==> config.mk <==
export PLATFORM = sky130hd
export DESIGN_NAME = tah_prep
export DESIGN_NICKNAME = d
export VERILOG_FILES = /design/src/sv/tah_pkg.sv /design/src/sv/tah_prep.sv
export SDC_FILE = /design/constraint.sdc
export NUM_CORES = 2
export LEC_CHECK = 0
export BUFFER_PORTS_ARGS = -buffer_cell sky130_fd_sc_hd__buf_4
export CORE_MARGIN = 4
export CORE_UTILIZATION = 71
export CTS_BUF_LIST = sky130_fd_sc_hd__clkbuf_16
export DETAILED_ROUTE_END_ITERATION = 16
export PLACE_DENSITY = 0.95
export SYNTH_ARGS = -nofsm -noshare
export SYNTH_HDL_FRONTEND = slang
export SYNTH_SLANG_ARGS = --single-unit
==> constraint.sdc <==
create_clock -name aclk -period 15.16 [get_ports aclk]
set_input_delay 3.032 -clock aclk [delete_from_list [all_inputs] [get_ports aclk]]
set_output_delay 3.032 -clock aclk [all_outputs]
set_load 0.02 [all_outputs]
==> src/sv/tah_pkg.sv <==
// Shared constants and types for the Heron triangle area pipeline.
package tah_pkg;

    localparam int DEFAULT_SIDE_BITS = 12;
    localparam int AREA_W = 30;
    localparam int N_W = 2 * AREA_W;
    localparam int ROOT_STAGES = AREA_W;
    localparam int CMP_W = 68;

    localparam logic [AREA_W-1:0] AREA_MAX = '1;
    localparam logic [CMP_W-1:0] SQ_LIMIT =
        ((CMP_W'(1) << N_W) - (CMP_W'(1) << AREA_W)) / CMP_W'(625);

    typedef struct packed {
        logic [N_W-1:0] rem;
        logic [N_W-1:0] root;
        logic           ok;
        logic           sat;
    } root_t;

endpackage

==> src/sv/tah_prep.sv <==
// Front end: sorts the sides, checks the triangle, flags saturation and forms 625 times (a+b+c)(b+c-a)(a+c-b)(a+b-c).
module tah_prep
    import tah_pkg::*;
#(
    parameter int SIDE_BITS = DEFAULT_SIDE_BITS
) (
    input  logic                 aclk,
    input  logic                 aresetn,
    input  logic                 in_valid,
    output logic                 in_ready,
    input  logic [SIDE_BITS-1:0] side_a,
    input  logic [SIDE_BITS-1:0] side_b,
    input  logic [SIDE_BITS-1:0] side_c,
    output logic                 out_valid,
    input  logic                 out_ready,
    output root_t                out_data
);

    localparam int SB = SIDE_BITS;
    localparam int SUM_W = SB + 2;
    localparam int P1_W = 2 * SB + 2;
    localparam int P2_W = 3 * SB + 2;
    localparam int P3_W = 4 * SB + 3;
    localparam int NST = 6;

    logic [NST-1:0] v_reg;
    logic [NST-1:0] v_next;
    logic [NST:0]   rdy;

    logic [SB-1:0] xs, ys, zs, t0, t1, t2;
    logic [SB-1:0] xa_reg, ya_reg, za_reg;

    logic [SB:0]      sum_yz;
    logic             ok_b_reg;
    logic [SUM_W-1:0] s_b_reg;
    logic [SB-1:0]    f1_b_reg, f2_b_reg;
    logic [SB:0]      f3_b_reg;

    logic            ok_c_reg;
    logic [P1_W-1:0] p1_c_reg;
    logic [SB-1:0]   f2_c_reg;
    logic [SB:0]     f3_c_reg;

    logic            ok_d_reg;
    logic [P2_W-1:0] p2_d_reg;
    logic [SB:0]     f3_d_reg;

    logic            ok_e_reg;
    logic [P3_W-1:0] p3_e_reg;
    logic [CMP_W-1:0] p3_ext;

    logic           ok_f_reg, sat_f_reg;
    logic [N_W-1:0] n_f_reg;
    logic [N_W-1:0] n_next;

    always_comb begin
        rdy[NST] = out_ready;
        for (int k = NST - 1; k >= 0; k--) begin
            rdy[k] = !v_reg[k] || rdy[k+1];
        end
    end

    assign v_next = {v_reg[NST-2:0], in_valid};

    always_ff @(posedge aclk) begin
        if (!aresetn) begin
            v_reg <= '0;
        end else begin
            for (int k = 0; k < NST; k++) begin
                if (rdy[k]) begin
                    v_reg[k] <= v_next[k];
                end
            end
        end
    end

    always_comb begin
        xs = side_a;
        ys = side_b;
        zs = side_c;
        if (xs < ys) begin
            t0 = xs; xs = ys; ys = t0;
        end else begin
            t0 = '0;
        end
        if (xs < zs) begin
            t1 = xs; xs = zs; zs = t1;
        end else begin
            t1 = '0;
        end
        if (ys < zs) begin
            t2 = ys; ys = zs; zs = t2;
        end else begin
            t2 = '0;
        end
    end

    assign sum_yz = {1'b0, ya_reg} + {1'b0, za_reg};
    assign p3_ext = CMP_W'(p3_e_reg);
    assign n_next = (p3_ext[N_W-1:0] << 9) + (p3_ext[N_W-1:0] << 6)
                  + (p3_ext[N_W-1:0] << 5) + (p3_ext[N_W-1:0] << 4) + p3_ext[N_W-1:0];

    always_ff @(posedge aclk) begin
        if (rdy[0]) begin
            xa_reg <= xs;
            ya_reg <= ys;
            za_reg <= zs;
        end
        if (rdy[1]) begin
            ok_b_reg <= {1'b0, xa_reg} < sum_yz;
            s_b_reg  <= {2'b0, xa_reg} + {1'b0, sum_yz};
            f1_b_reg <= SB'(sum_yz - {1'b0, xa_reg});
            f2_b_reg <= xa_reg - ya_reg + za_reg;
            f3_b_reg <= {1'b0, xa_reg} + {1'b0, ya_reg} - {1'b0, za_reg};
        end
        if (rdy[2]) begin
            ok_c_reg <= ok_b_reg;
            p1_c_reg <= s_b_reg * f1_b_reg;
            f2_c_reg <= f2_b_reg;
            f3_c_reg <= f3_b_reg;
        end
        if (rdy[3]) begin
            ok_d_reg <= ok_c_reg;
            p2_d_reg <= p1_c_reg * f2_c_reg;
            f3_d_reg <= f3_c_reg;
        end
        if (rdy[4]) begin
            ok_e_reg <= ok_d_reg;
            p3_e_reg <= p2_d_reg * f3_d_reg;
        end
        if (rdy[5]) begin
            ok_f_reg  <= ok_e_reg;
            sat_f_reg <= p3_ext > SQ_LIMIT;
            n_f_reg   <= n_next;
        end
    end

    assign in_ready      = rdy[0];
    assign out_valid     = v_reg[NST-1];
    assign out_data.rem  = n_f_reg;
    assign out_data.root = '0;
    assign out_data.ok   = ok_f_reg;
    assign out_data.sat  = sat_f_reg;

endmodule

==> flow_summary.yaml <==
outcome:
  status: "finished, final reports clean"
detailed_routing:
  wl_mm: 122
  wl_per_cell_microns: 20.3
  ant_nets: 0
  firstDrtPassIters: 6
  drt-initial-drc-count: 3714
  drc: 0
  vias: 36900
  vias_per_cell: 6.13
critical_path:
  r2r-start: "f2_c_reg[4]$_DFFE_PP_"
  setup.worst_path.start_class: "input pin"
  crit_path_end_kind: "flip-flop"
  criticalPathCategory: "in2reg"
  critical_path_required_ps: 15480
  critical_path_arrival_ps: 10100
  cp-startpoint: "side_a[5]"
  critPathMaxFanout: 42
  rr_worst_depth: 19
logic_synthesis:
  synth_edf_count: 300
  ys_ff_latch: 306
  yosysUniqueCellTypes: 75
  ys_warn_count: 0
  async_flop_share: 0
  synthFlopType: "edfxtp_1"
  syn_inst: 5093
  ys_seq_area_frac: 0.183
  avgSynthCellArea_sq_um: 9.82
  syn_area_sq_um: 50000
clock_tree:
  cts_root_buf: "clkbuf_16"
  path_clk_slew_ps: 60
  clock_latency_ps: 590
  cts-resized-gates: 0
  htreeDepth: 2
  postCtsHoldBufs: 0
  ctsLongestPathBuffers: 3
  post_cts_buffers: 0
  cts.sinks: 306
  numCtsBuffers: 37
  cts_tree: "done"
min_path:
  hold_depth: 0
  hp-start: "f3_b_reg[4]$_DFFE_PP_"
  hold_class: "reg2reg"
placed_design:
  gp_congestion: 0.980
  hpwl_mm: 92.0
  numPortBuffers: 103
  post-place-ws_ps: 4830
  dp_cells: 5962
final_layout:
  final_layout_size_suffix_gt1_frac: 0.0407
  diodes: 0
  largest_reg_flops: 60
  fin_nets: 6437
  area_delta_synth_final_pct: 4.79
  final_cells: 6029
die:
  ios: 164
  die_h_microns: 273
  rows: 97
  fp.coreArea_sq_um: 69900
  initial_core_util: 0.715
  fp.dieW_microns: 273
  dieArea_sq_um: 74700
timing:
  finalSetupViolCount: 0
  fin_crit_sh: 0.645
  clock_skew_ps: 30.8
  timing.fmax_mhz: 102
  period_needed_ps: 9780
  setup_ws_ps: 5380
  hold_viol: 0
  grt_setup_unrepaired: "false"
  relSlewSlack: 0.109
  setup_tns_ps: 0
  worst_slew_pin_slew_ps: 1340
  drv_slew: 0
global_route:
  track_usage: 0.334
  grt_max_degree: 63
  grt_overflow: 0
  antenna_found_initial: 1
  grt_first_pass_wirelength_mm: 201
  grt_pass1_vias: 40800
job:
  maxCapViolCount: 0
[synth_stat cells, drive strengths merged (4+ instances only)]
master | count | area, sq um
dfxtp | 6 | 120
or2 | 7 | 43.8
o2111ai | 4 | 35.0
a21oi | 188 | 945
o31ai | 7 | 57.6
a311oi | 5 | 43.8
and4 | 5 | 43.8
buf | 69 | 508
clkbuf | 184 | 691
nand4 | 26 | 163
o21ai | 116 | 584
xnor2 | 137 | 1200
xor2 | 51 | 447
o21bai | 27 | 203
a211oi | 13 | 103
mux2i | 43 | 430
a21o | 87 | 653
nor3b | 4 | 30.0
or3 | 7 | 43.8
o211ai | 9 | 67.6
inv | 1008 | 3780
and2 | 346 | 2160
ha | 411 | 5140
and3 | 20 | 125
edfxtp | 300 | 9010
nand2 | 736 | 2770
a211o | 7 | 61.3
a21boi | 15 | 113
nor3 | 20 | 100
fa | 925 | 18500
nor2 | 120 | 450
a2111oi | 5 | 62.6
nor2b | 28 | 175
nand3 | 22 | 110
nand2b | 35 | 219
a31oi | 20 | 125
nor4 | 6 | 37.5
o21a | 34 | 257
[final cells by class]
cell class                      instances  area [sq um]
Sequential cell                       306          9130
Clock buffer                           37           926
Clock inverter                         30           334
Inverter                             1008          3780
Multi-Input combinational cell       3585         36100
Fill cell                            4052         17500
Tap cell                              940          1180
Timing Repair Buffer                  123           923
[final timing paths]
check	end	slack, ps
hold / removal	f3_c_reg[4]$_DFFE_PP_	410
setup / recovery	ya_reg[0]$_DFFE_PP_	5380
setup reg to reg	p2_d_reg[32]$_DFFE_PP_	7620
hold reg to reg	f3_c_reg[4]$_DFFE_PP_	410
[critical path, stage by stage]
cell	delay, ps
buf_4	120
ha_1	310
a21o_1	160
a21o_1	160
a21o_1	160
a21o_1	170
a221oi_1	310
o21ai_2	100
buf_4	280
o21ai_0	430
ha_1	340
a21o_1	160
a21o_1	160
a21oi_1	160
o21ai_0	190
nor4_1	370
a211o_1	370
buf_4	380
mux2i_1	350
ha_1	200
nand4_1	150
nor2_1	190
nand4_1	130
or2_2	290
a2111o_1	390
nand2_2	540
nor3b_1	90
or3_1	380
[placed cells by master, fill, tap and decap left out, types with 37 or more instances in the layout]
cell	synthesis	final
conb_1	1	60
fa_1	925	925
a21o_1	87	87
a21oi_1	187	187
nand2_1	735	733
buf_4	65	123
xnor2_1	137	137
mux2i_1	43	43
clkbuf_16	0	37
ha_1	411	411
xor2_1	51	51
edfxtp_1	300	300
inv_1	1008	1008
nor2_1	120	120
o21ai_0	104	104
and2_1	346	346
[per-stage QoR]
stage / hold WS, ps / instance area (sq um) / utilization
4_1_cts: 412 / 52400 / 0.749
5_1_grt: 416 / 52400 / 0.749
3_5_place_dp: 405 / 51100 / 0.731
3_3_place_gp: 401 / 51100 / 0.731
6_report: 413 / 52400 / 0.749
2_1_floorplan: 400 / 50200 / -
[routing by layer]
| layer | vias to the layer above | GRT usage | share of wire | wire (microns) |
|---|---|---|---|---|
| met1 | 18100 | 0.373 | 0.33 | 40100 |
| met5 | - | 0 | 0.000090 | 11 |
| met2 | 2469 | 0.589 | 0.50 | 61800 |
| li1 | 15600 | - | - | - |
| met3 | 840 | 0.0724 | 0.094 | 11500 |
| met4 | 2 | 0.200 | 0.073 | 8960 |
[kinds of logic (layout without fill, tap and decap cells)]
| family | count (synthesis) | in the layout | share of synthesized area |
|---|---|---|---|
| other | 1 | 60 | 0.0000750 |
| AND/OR/NAND/NOR | 1396 | 1396 | 0.132 |
| buffers and inverters | 1261 | 1198 | 0.0996 |
| XOR/XNOR | 188 | 188 | 0.0329 |
| AO/OA/AOI/OAI | 561 | 561 | 0.0709 |
| flip-flops | 306 | 306 | 0.183 |
| adder cells (fa/ha/maj) | 1336 | 1336 | 0.473 |
| multiplexers | 44 | 44 | 0.00883 |
Power is not shown: default switching activity piles up to over one toggle a cycle in this logic, so the estimate is an artifact.
