**config.mk**
```make
export PLATFORM = sky130hd
export DESIGN_NAME = tah_root_cell
export DESIGN_NICKNAME = d
export VERILOG_FILES = /design/src/sv/tah_pkg.sv /design/src/sv/tah_root_cell.sv
export SDC_FILE = /design/constraint.sdc
export NUM_CORES = 1
export LEC_CHECK = 0
export BUFFER_PORTS_ARGS = -buffer_cell sky130_fd_sc_hd__buf_4
export CORE_MARGIN = 2
export CORE_UTILIZATION = 40
export DETAILED_ROUTE_END_ITERATION = 10
export SETUP_SLACK_MARGIN = 0.4
export SLEW_MARGIN = 20
export SYNTH_ARGS = -nofsm -noshare
export SYNTH_HDL_FRONTEND = slang
export SYNTH_SLANG_ARGS = --single-unit
```
**constraint.sdc**
```tcl
create_clock -name aclk -period 9.3 [get_ports aclk]
set_input_delay 2.79 -clock aclk [delete_from_list [all_inputs] [get_ports aclk]]
set_output_delay 2.79 -clock aclk [all_outputs]
set_load 0.01 [all_outputs]
```
**src/sv/tah_pkg.sv**
```systemverilog
// Shared constants and types for the Heron triangle area pipeline.
package tah_pkg;

    localparam int DEFAULT_SIDE_BITS = 12;
    localparam int AREA_W = 30;
    localparam int N_W = 2 * AREA_W;
    localparam int ROOT_STAGES = AREA_W;
    localparam int CMP_W = 68;

    localparam logic [AREA_W-1:0] AREA_MAX = '1;
    localparam logic [CMP_W-1:0] SQ_LIMIT =
        ((CMP_W'(1) << N_W) - (CMP_W'(1) << AREA_W)) / CMP_W'(625);

    typedef struct packed {
        logic [N_W-1:0] rem;
        logic [N_W-1:0] root;
        logic           ok;
        logic           sat;
    } root_t;

endpackage

```
**src/sv/tah_root_cell.sv**
```systemverilog
// One stage of the square root chain, resolving one bit of the root.
module tah_root_cell
    import tah_pkg::*;
#(
    parameter int STAGE = 0
) (
    input  logic  aclk,
    input  logic  aresetn,
    input  logic  in_valid,
    output logic  in_ready,
    input  root_t in_data,
    output logic  out_valid,
    input  logic  out_ready,
    output root_t out_data
);

    localparam logic [N_W:0] BIT = (N_W + 1)'(1) << (2 * STAGE);

    logic         v_reg;
    root_t        d_reg;
    root_t        d_next;
    logic [N_W:0] trial;

    assign in_ready = !v_reg || out_ready;
    assign trial    = {1'b0, in_data.root} + BIT;

    always_comb begin
        d_next = in_data;
        if ({1'b0, in_data.rem} >= trial) begin
            d_next.rem  = in_data.rem - trial[N_W-1:0];
            d_next.root = (in_data.root >> 1) + BIT[N_W-1:0];
        end else begin
            d_next.root = in_data.root >> 1;
        end
    end

    always_ff @(posedge aclk) begin
        if (!aresetn) begin
            v_reg <= 1'b0;
        end else if (in_ready) begin
            v_reg <= in_valid;
        end
    end

    always_ff @(posedge aclk) begin
        if (in_ready) begin
            d_reg <= d_next;
        end
    end

    assign out_valid = v_reg;
    assign out_data  = d_reg;

endmodule

```
==> metrics.md, run 1 <==
| Metric | Value |
|---|---|
| Inserted Clock Buffers | `17` |
| Area leader, netlist | `edfxtp_1` |
| Drt drc | `0` |
| Worst Hold Class | `register to register` |
| Mean Syn Cell Area | `around 8.8 sq um` |
| Die footprint | `around 27000 sq um` |
| PortBufs | `between 200 and 250` |
| Top FF cell, synth | `edfxtp_1` |
| Core area | `25200 sq um` |
| Total setup buffers inserted after CTS | `0` |
| Syn-to-layout area delta | `26.5%` |
| Unique masters post-synth | `62` |
| Vias in the first global route | `about 9.4k` |
| CP Capture Type | `register` |
| Seq cells post-synth | `123` |
| Row cnt | `between 50 and 60` |
| Total grt overflow | `0` |
| Fillcell total | `approximately 2.4k` |
| Max FO, Critical Path | `39` |
| Fmax | `around 120 MHz` |
| Ports | `250` |
| RD Place Congestion | `a little over 0.9` |
| Dpl hpwl | `approximately 29 mm` |
| Power Density | `between 150 and 200 nW/um^2` |
| Clock-pin slew on the worst setup and hold paths | `about 0.070 ns` |
| GRT Util Overall | `0.263` |
| Resized Gates After CTS | `0` |
| RSZ-0062 raised after global routing | `no` |
| Initial antenna violation count | `2` |
| Syn Nets | `1353` |
| Max Buffers Root-to-Sink | `2` |
| Clk_lat worst skew | `about 0.42 ns` |
| Crit path cell chain | `buf_4 > and4_4 > nand3_2 > or2_1 > nor3_4 > and3_1 > and3_1 > and3_1 > and2_1 > nand2_1 > xor2_1 > ha_1 > and3_1 > nand3_1 > nor4_1 > nand4_1 > nand2_1 > nand2_1 > nand2_1 > a41o_2 > nand3_1 > xnor2_1` |
| Max_cap viols | `0` |
| CP Launch Type | `input port` |
| Slowest-stage cell, CP | `a41o_2` |
| Die width | `between 150 and 200 microns` |
| Hold Fails Final Rpt | `0` |
| WL final | `~36 mm` |
| Slew HR | `0.341` |
| Area of the multi-input gates | `6220 sq um` |
| Setup TNS | `0 ns` |
| Root buffer cell | `clkbuf_16` |
| Die extent in y | `roughly 160 microns` |
| Synth Instances | `about 1.2k` |
| Reg area | `roughly 3700 sq um` |
| Part of the Yosys area used for sequential elements | `0.359` |
| Share of the synthesized area in the top cell type | `0.357` |
| Fin. max-slew vios | `0` |
| Hold buffers post-CTS | `0` |
| CTS tree | `built` |
| Synthesized area | `slightly above 10000 sq um` |
| Number of DRC markers in iteration 0 | `approximately 750` |
| CP Data Required Time | `roughly 9.5 ns` |
| Vias | `roughly 9.7k` |
| Crit path largest cell delay | `roughly 0.69 ns` |
| Min cycle time layout | `8.28 ns` |
| Final worst setup slack | `1.02 ns` |
| Final setup viols | `0` |
| Crit path kind | `input port to register` |
| Detailed Routing Iterations Pass 1 | `8` |
| Largest net degree at the start of global routing | `90` |
| Post-DR wirelength/cell | `approximately 21 microns` |
| Final ANT Viol Nets | `0` |
| Initial Util | `0.408` |
| Final worst-path cycle share | `0.890` |
| EDFF count, synth | `around 120` |
| Vias per inst | `between 5 and 6` |
| Asr flop ratio synth | `0` |
| Clk sink count | `between 100 and 150` |
| Peak supply drop | `101 uV` |
| Worst EP arrival | `around 8.4 ns` |
| Leak | `between 5 and 6 nW` |
| Share of cells above drive strength 1 | `0.219` |
| Yosys warns | `0` |
| Final Net Count | `about 1.6k` |
| H-tree Lvls | `4` |
| Outcome | `complete, no violations` |
| Final Power | `around 0.0021 W` |
| Largest cells by area after synthesis | `edfxtp_1 36%, ha_1 7.6%, xor2_1 7.4%, xnor2_1 7.3%, nand2_1 6.1%` |
| Worst slack, placed | `between 0.7 and 0.8 ns` |
| Clock skew | `0.00767 ns` |
| First-pass GRT wire length | `between 50 and 60 mm` |
| Worst-Margin Slew | `about 0.98 ns` |
placed cells by master (no fill, tap or decap), types with 3 or more instances in the layout:
cell and instances:
o31ai_1 6, a2111oi_0 3, xnor2_1 86, nand2_1 168, o21ai_1 27, or2_1 3
a21oi_1 73, nor2_1 58, o211ai_1 4, clkinv_1 3, edfxtp_1 122, nor4_1 12
clkinv_2 3, nand3_1 55, a21boi_0 3, bufinv_16 5, buf_4 258, and3_1 41
o21ai_0 64, nor2b_1 3, or3_1 4, nand2b_1 7, xor2_1 87, and2_1 12
clkbuf_16 17, o21a_1 5, nor3_1 28, o21bai_1 14, ha_1 62, a31oi_1 11
nand4_1 44, inv_1 23, and4_1 8, a21o_1 35
power by group:
group | internal (W) | leakage (nW) | switching, W
combinational | 0.000267 | 3.84 | 0.000353
sequential | 0.000698 | 1.29 | 0.0000240
clock | 0.000472 | 0.306 | 0.000260
total | 0.00144 | 5.44 | 0.000637
cell usage after synthesis (all sizes together) (8+ instances only):
cell and instances:
nand2b 8, inv 23, nor4 13, and2 12
nor3 29, a21o 35, a31oi 11, nor2 58
edfxtp 122, clkbuf 39, xor2 87, and4 10
nand3 56, o21ai 92, xnor2 86, buf 19
a21oi 75, and3 41, nand4 44, nand2 169
ha 62, o21bai 14
area by class of cell:
class | instances | area share
Antenna cell | 2 | 0.000385
Clock buffer | 18 | 0.0330
Clock inverter | 14 | 0.0155
Inverter | 23 | 0.00664
Multi-Input combinational cell | 960 | 0.479
Sequential cell | 123 | 0.283
Tap cell | 330 | 0.0318
Timing Repair Buffer | 259 | 0.151
worst max-delay path: cells and delay by family:
kind	cells	cell delay (ns)
compound gates	1	0.69
fa+ha+maj	1	0.41
xor+xnor	2	0.36
simple gates	17	4.04
buf+inv	1	0.12
through the flow:
step	instances	hold WS, ns	cell area [sq um]	utilization
after floorplan	1164	2.89	10300	-
after CTS	1727	1.17	13000	0.516
after global placement	1695	1.14	12400	0.491
after global routing	1729	1.20	13000	0.516
final	1729	1.13	13000	0.516
after detailed placement	1695	1.16	12400	0.491
kinds of logic after synthesis:
| kind of cell | count (synthesis) | synth area share |
|---|---|---|
| flops | 123 | 0.359 |
| compound gates | 265 | 0.159 |
| buf+inv | 81 | 0.0364 |
| xor+xnor | 173 | 0.148 |
| simple gates | 459 | 0.221 |
| fa+ha+maj | 63 | 0.0775 |
final timing paths:
kind | from | endpoint | slack (ns) | depth (start not counted)
min reg2reg | out_valid | out_data[4] | 1.13 | 1
min | out_valid | out_data[4] | 1.13 | 1
max | in_data[10] | out_data[22] | 1.02 | 22
max reg2reg | out_valid | out_data[44] | 7.07 | 2
state kept, by name, indices dropped and copies added, names as in the netlist:
signal	flops
out_data	122
out_valid	1
metal layers:
layer	wire length (microns)	global-route usage
met3	2910	0.0614
met4	822	0.0893
met1	16000	0.364
met2	16100	0.404
met5	0	0
Power figures use the tool's default switching activity.
==> run 2, diff against run 1 <==
--- a/config.mk
+++ b/config.mk
@@ -5,6 +5,7 @@
 export SDC_FILE = /design/constraint.sdc
 export NUM_CORES = 1
 export LEC_CHECK = 0
+export ABC_AREA = 1
 export BUFFER_PORTS_ARGS = -buffer_cell sky130_fd_sc_hd__buf_4
 export CORE_MARGIN = 2
 export CORE_UTILIZATION = 40
==> metrics.md, run 2 <==
| Metric | Value |
|---|---|
| Fin. max-slew vios | `0 (unchanged)` |
| Clk sink count | `123 (unchanged)` |
| CP Data Required Time | `9.48 ns (was 9.46 ns)` |
| Ports | `250 (unchanged)` |
| Max reg flops | `122 (unchanged)` |
| Outcome | `complete, no violations (unchanged)` |
| Seq cells post-synth | `123 (unchanged)` |
| Synthesized area | `13700 sq um (was 10300 sq um)` |
| Final worst-path cycle share | `0.819 (was 0.890)` |
| Peak supply drop | `134 uV (was 101 uV)` |
| Setup TNS | `0 ns (unchanged)` |
| Inserted Clock Buffers | `17 (unchanged)` |
| Initial antenna violation count | `0 (was 2)` |
| Final Power | `0.00243 W (was 0.00207 W)` |
| Detailed Routing Iterations Pass 1 | `6 (was 8)` |
| Vias per inst | `5.15 (was 5.61)` |
| RSZ-0062 raised after global routing | `no (unchanged)` |
| Root buffer cell | `clkbuf_16 (unchanged)` |
| Power Density | `148 nW/um^2 (was 160 nW/um^2)` |
| Yosys warns | `0 (unchanged)` |
| Crit path kind | `input port to register (unchanged)` |
| Share of the synthesized area in the top cell type | `0.267 (was 0.357)` |
| Reg area | `3680 sq um (unchanged)` |
| Resized Gates After CTS | `0 (unchanged)` |
| Dpl hpwl | `47.3 mm (was 28.5 mm)` |
| M1 WL | `25.6 mm (was 16.0 mm)` |
| Row cnt | `67 (was 58)` |
| Die extent in y | `189 microns (was 164 microns)` |
| Commonest non-fill, non-tap cell in the layout | `nand2_1 (was buf_4)` |
| Unique masters post-synth | `38 (was 62)` |
| Asr flop ratio synth | `0 (unchanged)` |
| Die footprint | `35800 sq um (was 27000 sq um)` |
| ANT cells | `0 (was 2)` |
| Mean Syn Cell Area | `6.19 sq um (was 8.82 sq um)` |
| Vias | `14.8k (was 9704)` |
| Initial Util | `0.408 (about the same)` |
| CTS tree | `built (unchanged)` |
| Die width | `189 microns (was 164 microns)` |
| Total setup buffers inserted after CTS | `0 (unchanged)` |
| Syn Nets | `2404 (was 1353)` |
| Total grt overflow | `0 (unchanged)` |
| Drt drc | `0 (unchanged)` |
| Largest cells by area after synthesis | `edfxtp_1 27%, nand2_1 24%, inv_1 9.7%, nand4_1 6.9%, xor2_1 6.1% (was edfxtp_1 36%, ha_1 7.6%, xor2_1 7.4%, xnor2_1 7.3%, nand2_1 6.1%)` |
| Max FO, Critical Path | `57 (was 39)` |
| Fmax | `131 MHz (was 121 MHz)` |
| RD Place Congestion | `0.997 (was 0.921)` |
| Leak | `8.91 nW (was 5.44 nW)` |
| Hold buffers post-CTS | `0 (unchanged)` |
| Number of DRC markers in iteration 0 | `1415 (was 753)` |
| Core area | `33600 sq um (was 25200 sq um)` |
| Part of the Yosys area used for sequential elements | `0.269 (was 0.359)` |
| Metal2 WL | `26.1 mm (was 16.1 mm)` |
| Max Buffers Root-to-Sink | `2 (unchanged)` |
| Clk_lat worst skew | `0.45 ns (was 0.42 ns)` |
| Post-DR wirelength/cell | `19.7 microns (was 20.7 microns)` |
| Vias in the first global route | `13.8k (was 9436)` |
| EDFF count, synth | `122 (unchanged)` |
| Area of the multi-input gates | `8250 sq um (was 6220 sq um)` |
| Min cycle time layout | `7.61 ns (was 8.28 ns)` |
| WL final | `56.7 mm (was 35.8 mm)` |
| Clock skew | `0.0139 ns (was 0.00767 ns)` |
| Final setup viols | `0 (unchanged)` |
| Syn-to-layout area delta | `20.2% (was 26.5%)` |
| Worst EP arrival | `7.80 ns (was 8.43 ns)` |
| Top cells by count, synth | `890 x nand2_1, 356 x inv_1, 188 x nor2_1 (was 168 x nand2_1, 122 x edfxtp_1, 87 x xor2_1)` |
| PortBufs | `249 (unchanged)` |
| Finished Core Util | `0.490 (was 0.516)` |
| Final Net Count | `2609 (was 1573)` |
| Worst-Margin Slew | `0.918 ns (was 0.976 ns)` |
| Worst Hold Class | `register to register (unchanged)` |
| First-pass GRT wire length | `83.8 mm (was 53.6 mm)` |
| H-tree Lvls | `4 (unchanged)` |
| CP Capture Type | `register (unchanged)` |
| Largest net degree at the start of global routing | `72 (was 90)` |
| Slew HR | `0.388 (was 0.341)` |
| Final ANT Viol Nets | `0 (unchanged)` |
| Hold Fails Final Rpt | `0 (unchanged)` |
| Top-count cell post-synth | `nand2_1 (unchanged)` |
| Max_cap viols | `0 (unchanged)` |
| CP Launch Type | `input port (unchanged)` |
| Clock-pin slew on the worst setup and hold paths | `0.06 ns (was 0.07 ns)` |
| Area leader, netlist | `edfxtp_1 (unchanged)` |
| Top FF cell, synth | `edfxtp_1 (unchanged)` |
| Share of cells above drive strength 1 | `0.136 (was 0.219)` |
| Synth Instances | `2215 (was 1164)` |
| Fillcell total | `3537 (was 2414)` |
| Highest Signal Layer | `met4 (unchanged)` |
| Metal3 WL | `3.23 mm (was 2.91 mm)` |
| GRT Util Overall | `0.315 (was 0.263)` |
| Commonest non-fill, non-tap cells in the layout | `889 x nand2_1, 356 x inv_1, 260 x buf_4, 188 x nor2_1, 151 x nand4_1 (was 258 x buf_4, 168 x nand2_1, 122 x edfxtp_1, 87 x xor2_1, 86 x xnor2_1)` |
run 2: cell count changes after synthesis, moves of 26 or more:
cell / change
inv_1: +333
nand4_1: +107
nor2_1: +130
o21ai_1: -26
nand3_1: +28
a21o_1: -35
buf_2: +38
xnor2_1: -59
nand2_1: +722
o21ai_0: -60
and3_1: -40
clkbuf_1: -36
run 2: path summary, 6_finish.rpt:
| kind | start | to | slack, ns | cells after the start |
|---|---|---|---|---|
| worst max-delay path | in_data[2] | out_data[40] | 1.69 | 24 |
| worst min-delay path | out_valid | out_data[40] | 0.78 | 1 |
| worst max register to register | out_valid | out_data[80] | 7.50 | 2 |
| worst min register to register | out_valid | out_data[40] | 0.78 | 1 |
run 2: routing by layer:
metal  up-vias  GRT usage
met2       538      0.515
li1       7379          -
met5         -          0
met4         0      0.105
met1      6845      0.432
met3        70     0.0354
run 2: final cells by class:
| cell class | count | area share |
|---|---|---|
| multi-input combinational | 1651 | 0.500 |
| sequential | 123 | 0.223 |
| timing repair buffer | 261 | 0.120 |
| inverter | 366 | 0.0834 |
| tap | 448 | 0.0340 |
| clock buffer | 22 | 0.0294 |
| clock inverter | 10 | 0.00987 |
run 2: power breakdown:
| part | internal (W) | switching, W | leakage (nW) |
|---|---|---|---|
| registers | 0.000731 | 0.0000340 | 1.30 |
| logic | 0.000339 | 0.000576 | 7.29 |
| clock network | 0.000477 | 0.000275 | 0.312 |
run 2: kinds of logic after synthesis:
kind of cell / share of synthesized area
xor gates and xnor gates: 0.0785
DFF: 0.269
buffers and inverters: 0.133
adders and majority gates: 0.0580
muxes: 0.00803
AOI/OAI and AO/OA: 0.0287
and+or+nand+nor: 0.425
run 2: metrics by stage:
step                instance area, sq um  hold slack (ns)  setup slack, ns  cells
detailed placement                 15800            0.782             1.35   2849
global route                       16500            0.828             1.43   2881
finish                             16500            0.781             1.69   2881
CTS                                16500            0.788             1.82   2881
floorplan                          13700             2.89             1.04   2215
global placement                   15800            0.765             1.42   2849
run 2: worst max-delay path: stages:
cell	delay (ns)
buf_4	0.28
ha_1	0.25
inv_1	0.08
nor2_2	0.22
inv_2	0.12
nor2_1	0.38
inv_1	0.10
nor2_1	0.44
nand2_1	0.12
xor2_1	0.37
ha_1	0.36
nand2_1	0.15
inv_1	0.05
nand2_1	0.06
nand2_1	0.11
nand2_1	0.09
nand2_1	0.07
a21oi_1	0.31
nand3_2	0.27
nand2_4	0.22
nand3_4	0.36
buf_12	0.33
nand2_1	0.11
nand2_1	0.09
